<file path="src/rtl/ile_pkg.sv">
// Shared constants and types for the indexed list engine.
`timescale 1ns / 1ps

package ile_pkg;

    localparam int DEF_CAPACITY    = 16;
    localparam int DEF_VALUE_WIDTH = 32;

    localparam int ACTION_W = 3;
    localparam int DATA_W   = 32;
    localparam int POS_W    = 8;
    localparam int CNT_W    = 5;

    localparam logic [ACTION_W-1:0] ACT_PUSH_FRONT = 3'd0;
    localparam logic [ACTION_W-1:0] ACT_PUSH_BACK  = 3'd1;
    localparam logic [ACTION_W-1:0] ACT_POP_FRONT  = 3'd2;
    localparam logic [ACTION_W-1:0] ACT_POP_BACK   = 3'd3;
    localparam logic [ACTION_W-1:0] ACT_INSERT     = 3'd4;
    localparam logic [ACTION_W-1:0] ACT_REMOVE     = 3'd5;
    localparam logic [ACTION_W-1:0] ACT_FIND       = 3'd6;

    // Per-cycle shift command broadcast to every cell.
    typedef struct packed {
        logic ins;   // open a hole at idx, shift the tail toward the back
        logic del;   // close the hole at idx, shift the tail toward the front
    } t_cell_ctl;

endpackage

</file>
<file path="src/rtl/ile_cell.sv">
// One list slot: holds an entry, shifts with its neighbors, matches a search key.
`timescale 1ns / 1ps

module ile_cell
    import ile_pkg::*;
#(
    parameter int INDEX       = 0,
    parameter int VALUE_WIDTH = DEF_VALUE_WIDTH,
    parameter int CNT_IW      = CNT_W
) (
    input  logic                   i_clk,
    input  t_cell_ctl              i_ctl,
    input  logic [CNT_IW-1:0]      i_idx,
    input  logic [CNT_IW-1:0]      i_used,
    input  logic [VALUE_WIDTH-1:0] i_value,
    input  logic [VALUE_WIDTH-1:0] i_left,
    input  logic [VALUE_WIDTH-1:0] i_right,
    input  logic                   i_hit_before,
    output logic [VALUE_WIDTH-1:0] o_slot,
    output logic [VALUE_WIDTH-1:0] o_slot_next,
    output logic                   o_hit_before,
    output logic                   o_first
);

    localparam logic [CNT_IW-1:0] MY_IDX = CNT_IW'(INDEX);

    logic [VALUE_WIDTH-1:0] r_slot;
    logic [VALUE_WIDTH-1:0] n_slot;
    logic                   w_match;

    always_comb begin
        priority if (i_ctl.ins && (MY_IDX > i_idx)) begin
            n_slot = i_left;
        end else if (i_ctl.ins && (MY_IDX == i_idx)) begin
            n_slot = i_value;
        end else if (i_ctl.del && (MY_IDX >= i_idx)) begin
            n_slot = i_right;
        end else begin
            n_slot = r_slot;
        end
    end

    always_ff @(posedge i_clk) begin
        r_slot <= n_slot;
    end

    // only live entries take part in a search
    assign w_match      = (r_slot == i_value) && (MY_IDX < i_used);
    assign o_first      = w_match && !i_hit_before;
    assign o_hit_before = w_match || i_hit_before;
    assign o_slot       = r_slot;
    assign o_slot_next  = n_slot;

endmodule

</file>
<file path="src/rtl/indexed_list_engine_core.sv">
// Top level of the indexed list engine: a row of shifting slot cells plus control.
`timescale 1ns / 1ps

// Bounded ordered list of signed values held in a row of register cells.
// Input channel (i_in_valid / o_in_stall) carries one operation per item:
// push front/back, pop front/back, insert or remove at a position, or find.
// Output channel (o_out_valid / i_out_stall) returns exactly one result per
// item: ok, found index, front and back values (-1 when empty), the entry
// count and empty/full flags, all as they stand after the operation.
// The result is registered at the edge that accepts the item. Throughput is
// one item per cycle while no result is stalled at the output; every cell
// shifts, loads or holds in the same cycle and all cells compare against the
// key at once, with the first-match flag rippling down the row.
// A full list refuses pushes and inserts, an empty list refuses pops, and a
// remove past the last entry is refused; refused items leave the list unchanged.
// Reset empties the list (entries are left as they are, only the count is
// cleared) and drops any pending result. While a result is stalled at the
// output, o_in_stall is raised and no new item is taken; the pending result
// holds until it is taken.
module indexed_list_engine_core
    import ile_pkg::*;
#(
    parameter int CAPACITY    = DEF_CAPACITY,
    parameter int VALUE_WIDTH = DEF_VALUE_WIDTH
) (
    input  logic                      i_clk,
    input  logic                      i_rst_n,
    input  logic                      i_in_valid,
    output logic                      o_in_stall,
    input  logic [ACTION_W-1:0]       i_action,
    input  logic signed [DATA_W-1:0]  i_value,
    input  logic [POS_W-1:0]          i_position,
    output logic                      o_out_valid,
    input  logic                      i_out_stall,
    output logic                      o_ok,
    output logic [CNT_W-1:0]          o_found_index,
    output logic signed [DATA_W-1:0]  o_front_value,
    output logic signed [DATA_W-1:0]  o_back_value,
    output logic [CNT_W-1:0]          o_entry_count,
    output logic                      o_is_empty,
    output logic                      o_is_full
);

    localparam int CW = $clog2(CAPACITY + 1);
    localparam int AW = $clog2(CAPACITY);
    localparam logic [CW-1:0] CAP_CNT = CW'(CAPACITY);

    logic [CW-1:0]          r_used;
    logic [CW-1:0]          n_used;
    logic                   r_out_valid;
    logic                   r_ok;
    logic [CNT_W-1:0]       r_found;
    logic [DATA_W-1:0]      r_front;
    logic [DATA_W-1:0]      r_back;
    logic [CNT_W-1:0]       r_count;
    logic                   r_empty;
    logic                   r_full;

    logic                   w_accept;
    logic [VALUE_WIDTH-1:0] w_val;
    logic                   w_full;
    logic                   w_empty;
    logic [CW+7:0]          w_pos_ext;
    logic [CW+7:0]          w_used_ext;
    logic                   w_pos_lt;
    logic [CW+7:0]          w_ins_wide;
    t_cell_ctl              w_ctl;
    logic [CW-1:0]          w_idx;
    logic                   w_ok;
    logic                   w_is_find;
    logic [CW-1:0]          w_found;
    logic [CW+4:0]          w_found_ext;
    logic [CW+4:0]          w_count_ext;
    logic [CW-1:0]          w_back_pos;
    logic [VALUE_WIDTH-1:0] w_front_raw;
    logic [VALUE_WIDTH-1:0] w_back_raw;
    logic [DATA_W-1:0]      w_front;
    logic [DATA_W-1:0]      w_back;

    logic [VALUE_WIDTH-1:0] w_slot [CAPACITY];
    logic [VALUE_WIDTH-1:0] w_next [CAPACITY];
    logic [CAPACITY:0]      w_hit;
    logic [CAPACITY-1:0]    w_first;

    assign o_in_stall = r_out_valid && i_out_stall;
    assign w_accept   = i_in_valid && !o_in_stall;

    // bring the 32-bit field to the stored width
    generate
        if (VALUE_WIDTH > DATA_W) begin : g_val_wide
            assign w_val = {{(VALUE_WIDTH-DATA_W){i_value[DATA_W-1]}}, i_value};
        end else begin : g_val_narrow
            assign w_val = i_value[VALUE_WIDTH-1:0];
        end
    endgenerate

    assign w_full     = (r_used == CAP_CNT);
    assign w_empty    = (r_used == '0);
    assign w_pos_ext  = {{CW{1'b0}}, i_position};
    assign w_used_ext = {8'b0, r_used};
    assign w_pos_lt   = (w_pos_ext < w_used_ext);
    assign w_ins_wide = w_pos_lt ? w_pos_ext : w_used_ext;

    always_comb begin
        w_ctl     = '0;
        w_idx     = '0;
        w_ok      = 1'b0;
        w_is_find = 1'b0;
        n_used    = r_used;
        unique case (i_action)
            ACT_PUSH_FRONT: begin
                if (!w_full) begin
                    w_ctl.ins = 1'b1;
                    w_ok      = 1'b1;
                    n_used    = r_used + 1'b1;
                end
            end
            ACT_PUSH_BACK: begin
                if (!w_full) begin
                    w_ctl.ins = 1'b1;
                    w_idx     = r_used;
                    w_ok      = 1'b1;
                    n_used    = r_used + 1'b1;
                end
            end
            ACT_POP_FRONT: begin
                if (!w_empty) begin
                    w_ctl.del = 1'b1;
                    w_ok      = 1'b1;
                    n_used    = r_used - 1'b1;
                end
            end
            ACT_POP_BACK: begin
                if (!w_empty) begin
                    w_ok   = 1'b1;
                    n_used = r_used - 1'b1;
                end
            end
            ACT_INSERT: begin
                if (!w_full) begin
                    w_ctl.ins = 1'b1;
                    w_idx     = w_ins_wide[CW-1:0];
                    w_ok      = 1'b1;
                    n_used    = r_used + 1'b1;
                end
            end
            ACT_REMOVE: begin
                if (w_pos_lt) begin
                    w_ctl.del = 1'b1;
                    w_idx     = w_pos_ext[CW-1:0];
                    w_ok      = 1'b1;
                    n_used    = r_used - 1'b1;
                end
            end
            ACT_FIND: begin
                w_ok      = 1'b1;
                w_is_find = 1'b1;
            end
            default: begin
            end
        endcase
        // cells only move on an accepted item
        if (!w_accept) begin
            w_ctl = '0;
        end
    end

    assign w_hit[0] = 1'b0;

    generate
        for (genvar k = 0; k < CAPACITY; k++) begin : g_cell
            logic [VALUE_WIDTH-1:0] w_left;
            logic [VALUE_WIDTH-1:0] w_right;
            if (k == 0) begin : g_head
                assign w_left = w_slot[k];
            end else begin : g_mid_l
                assign w_left = w_slot[k-1];
            end
            if (k == CAPACITY - 1) begin : g_tail
                assign w_right = w_slot[k];
            end else begin : g_mid_r
                assign w_right = w_slot[k+1];
            end
            ile_cell #(
                .INDEX       (k),
                .VALUE_WIDTH (VALUE_WIDTH),
                .CNT_IW      (CW)
            ) u_cell (
                .i_clk        (i_clk),
                .i_ctl        (w_ctl),
                .i_idx        (w_idx),
                .i_used       (r_used),
                .i_value      (w_val),
                .i_left       (w_left),
                .i_right      (w_right),
                .i_hit_before (w_hit[k]),
                .o_slot       (w_slot[k]),
                .o_slot_next  (w_next[k]),
                .o_hit_before (w_hit[k+1]),
                .o_first      (w_first[k])
            );
        end
    endgenerate

    // first-match flag is one-hot or zero, so OR the positions together
    always_comb begin
        w_found = '0;
        for (int k = 0; k < CAPACITY; k++) begin
            if (w_first[k]) begin
                w_found = w_found | CW'(k);
            end
        end
        if (!w_hit[CAPACITY]) begin
            w_found = r_used;
        end
        if (!w_is_find) begin
            w_found = '0;
        end
    end

    assign w_back_pos  = n_used - 1'b1;
    assign w_front_raw = w_next[0];
    assign w_back_raw  = w_next[w_back_pos[AW-1:0]];

    generate
        if (VALUE_WIDTH >= DATA_W) begin : g_out_wide
            assign w_front = w_front_raw[DATA_W-1:0];
            assign w_back  = w_back_raw[DATA_W-1:0];
        end else begin : g_out_narrow
            assign w_front = {{(DATA_W-VALUE_WIDTH){w_front_raw[VALUE_WIDTH-1]}}, w_front_raw};
            assign w_back  = {{(DATA_W-VALUE_WIDTH){w_back_raw[VALUE_WIDTH-1]}}, w_back_raw};
        end
    endgenerate

    assign w_found_ext = {5'b0, w_found};
    assign w_count_ext = {5'b0, n_used};

    always_ff @(posedge i_clk) begin
        if (!i_rst_n) begin
            r_used      <= '0;
            r_out_valid <= 1'b0;
        end else begin
            if (w_accept) begin
                r_used      <= n_used;
                r_out_valid <= 1'b1;
            end else if (!i_out_stall) begin
                r_out_valid <= 1'b0;
            end
        end
    end

    always_ff @(posedge i_clk) begin
        if (w_accept) begin
            r_ok    <= w_ok;
            r_found <= w_found_ext[CNT_W-1:0];
            r_front <= (n_used == '0) ? '1 : w_front;
            r_back  <= (n_used == '0) ? '1 : w_back;
            r_count <= w_count_ext[CNT_W-1:0];
            r_empty <= (n_used == '0);
            r_full  <= (n_used == CAP_CNT);
        end
    end

    assign o_out_valid   = r_out_valid;
    assign o_ok          = r_ok;
    assign o_found_index = r_found;
    assign o_front_value = r_front;
    assign o_back_value  = r_back;
    assign o_entry_count = r_count;
    assign o_is_empty    = r_empty;
    assign o_is_full     = r_full;

    a_used_bounded: assert property (@(posedge i_clk) disable iff (!i_rst_n)
        r_used <= CAP_CNT)
        else $error("entry count above capacity");

    a_accept_gives_result: assert property (@(posedge i_clk) disable iff (!i_rst_n)
        w_accept |=> r_out_valid)
        else $error("accepted item produced no result");

    a_insert_grows: assert property (@(posedge i_clk) disable iff (!i_rst_n)
        (w_accept && w_ctl.ins) |=> (r_used == $past(r_used) + 1'b1))
        else $error("shift-in did not grow the list by one");

    a_one_first_match: assert property (@(posedge i_clk) disable iff (!i_rst_n)
        $onehot0(w_first))
        else $error("more than one first-match cell");

endmodule

</file>
<file path="config.mk">
export PLATFORM = sky130hd
export DESIGN_NAME = indexed_list_engine_core
export DESIGN_NICKNAME = d
export VERILOG_FILES = /design/src/rtl/ile_pkg.sv /design/src/rtl/ile_cell.sv /design/src/rtl/indexed_list_engine_core.sv
export SDC_FILE = /design/constraint.sdc
export NUM_CORES = 2
export LEC_CHECK = 0
export BUFFER_PORTS_ARGS = -buffer_cell sky130_fd_sc_hd__buf_2
export CELL_PAD_IN_SITES_DETAIL_PLACEMENT = 2
export CELL_PAD_IN_SITES_GLOBAL_PLACEMENT = 2
export CORE_AREA = 2 2 318 320
export DETAILED_ROUTE_END_ITERATION = 8
export DIE_AREA = 0 0 320 322
export PLACE_DENSITY = 0.85
export SLEW_MARGIN = 10
export SYNTH_ARGS = -nofsm -noshare
export SYNTH_HDL_FRONTEND = slang
export SYNTH_HIERARCHICAL = 1
export SYNTH_SLANG_ARGS = --single-unit
</file>
<file path="constraint.sdc">
create_clock -name i_clk -period 24.8 [get_ports i_clk]
set_input_delay 6.2 -clock i_clk [delete_from_list [all_inputs] [get_ports i_clk]]
set_output_delay 6.2 -clock i_clk [all_outputs]
set_load 0.02 [all_outputs]
</file>
==> run metrics <==
Final GP Congestion=0.973; Via-to-Cell Ratio=around 7; Worst-Skew Late Latency=around 0.7 ns; WL final=220000 um; Core ar.=99600 um2; largest net degree at the start of global routing=roughly 130; Final ANT Viol Nets=0; Critical Path Fanout Max=3; Clock Sinks=between 500 and 600; Clock Skew=0.0383 ns; H-tree depth=3; root buffer cell=clkbuf_16; die width=~320 um; Cell Pwr Density=between 100 and 150 nW/um2; Final nets=just under 5000; leakage=roughly 19 nW; Inst Count DP=roughly 6000; Remaining DRCs=0; First-pass DRT Iterations=6; hpwl dp=roughly 150000 um; Worst EP required=about 19 ns; post-cts resize count=0; Initial Util=42.7%; Max Clock Freq=77.6 MHz; GRT Overall Usage=a little over two fifths; final hold violation count=0; critical path startpoint category=input pin; Syn. warnings=6; mapped cell area=roughly 43000 um2; chip height=322 um; hold_buf cts=0; Tmin final=approximately 13 ns; Rows=around 120; setup TNS=0 ns; Syn Area/Cell=8.78 um2; TritonCTS Buffers=75; fraction of layout cells with a size suffix above 1=approximately 18%; grt total ovfl=0; flop2flop setup slack=about 17 ns; Worst Setup End Kind=output pin; CTS tree=built; Setup-failing EPs final=0; I/O pins=126; status=complete, no violations; per-cell routed wire length=between 30 and 40 um; first-pass GRT wire length=~320000 um; Via Count=42967; max_slew headroom=under 10%; postcts setup bufs=0; Post-Syn Nets=approximately 4900; initial antenna violation count=3; Clock Pin Slew Worst Setup and Hold Paths=0.06 ns; full die area=just over 100000 um2; Area growth syn-to-layout=8.73%; vias in the first global route=45526; final non-filler cell total=just over 6000; RSZ-0062 raised after global routing=no; clk buf depth=3; period utilization=between 50 and 60%; Worst Tran Pin Value=roughly 1.4 ns; CP Class=in -> out; max-cap viol count=0; Slew Limit Fails=0; post-synthesis cell count=~4800; CP arrival=between 6 and 7 ns; Port Buffers=125; Max VDD drop=0.0530 mV; hold crit path type=reg -> reg; Power, Total=0.00503 W; Starting DRT DRC Count=around 4500
==> cell type report <==
cell class | count | area, um2
sequential | 595 | 12700
antenna | 4 | 10.0
inverter | 32 | 120
fill | 10715 | 53300
tap | 1298 | 1620
timing repair buffer | 238 | 1490
clock buffer | 105 | 2170
clock inverter | 32 | 470
multi-input combinational | 3815 | 27700
==> cell usage in the layout, fill, tap and decap left out, drive strengths merged, types with 106 or more instances in the layout <==
| master | instances |
|---|---|
| o21ai | 535 |
| mux4 | 129 |
| clkbuf | 106 |
| nor4 | 133 |
| xor2 | 442 |
| a211oi | 324 |
| o31ai | 146 |
| a21oi | 112 |
| buf | 237 |
| nand2 | 653 |
| and3 | 295 |
| nor2 | 246 |
| dfxtp | 518 |
==> worst max-delay path, stage by stage <==
cell and delay (ns):
buf_2 0.08, and2_1 0.21, buf_2 0.20
==> path summary, 6_finish.rpt <==
| check | startpoint | endpoint | cells past startpoint |
|---|---|---|---|
| worst min-delay path | g_cell[11].u_cell/o_slot[8]$_DFF_P_ | g_cell[12].u_cell/o_slot[8]$_DFF_P_ | 2 |
| worst min register to register | g_cell[11].u_cell/o_slot[8]$_DFF_P_ | g_cell[12].u_cell/o_slot[8]$_DFF_P_ | 2 |
| worst max register to register | r_used[4]$_SDFFE_PN0P_ | o_back_value[16]$_SDFFCE_PP1P_ | 16 |
| worst max-delay path | i_out_stall | o_in_stall | 3 |
==> layer usage <==
layer,part of all wire (%),track usage (%)
met1,37,48.5
met4,9.2,32.0
met3,8.1,8.82
met2,46,67.7
met5,0.0036,0
==> report_power, final <==
group,internal (W),switching (W)
clock,0.000728,0.000507
combinational,0.000769,0.00123
sequential,0.00132,0.000478
total,0.00282,0.00221
==> per-stage QoR <==
| step | utilization, % | setup slack, ns | instance area (um2) | hold slack (ns) |
|---|---|---|---|---|
| 6_report | 46.4 | 11.91 | 46200 | 0.525 |
| 3_5_place_dp | 43.7 | 11.92 | 43500 | 0.516 |
| 4_1_cts | 46.4 | 11.91 | 46200 | 0.514 |
| 5_1_grt | 46.4 | 11.87 | 46200 | 0.539 |
| 2_1_floorplan | - | 12.15 | 42500 | 0.471 |
| 3_3_place_gp | 43.7 | 11.95 | 43500 | 0.510 |
==> registers in the layout, indices dropped and copies added, names as in the netlist <==
register,count
o_entry_count,5
o_is_empty,1
g_cell.u_cell/o_slot,512
o_ok,1
o_back_value,32
o_is_full,1
o_out_valid,1
o_front_value,32
o_found_index,5
r_used,5
No activity file was read; power rests on OpenSTA's default activity.
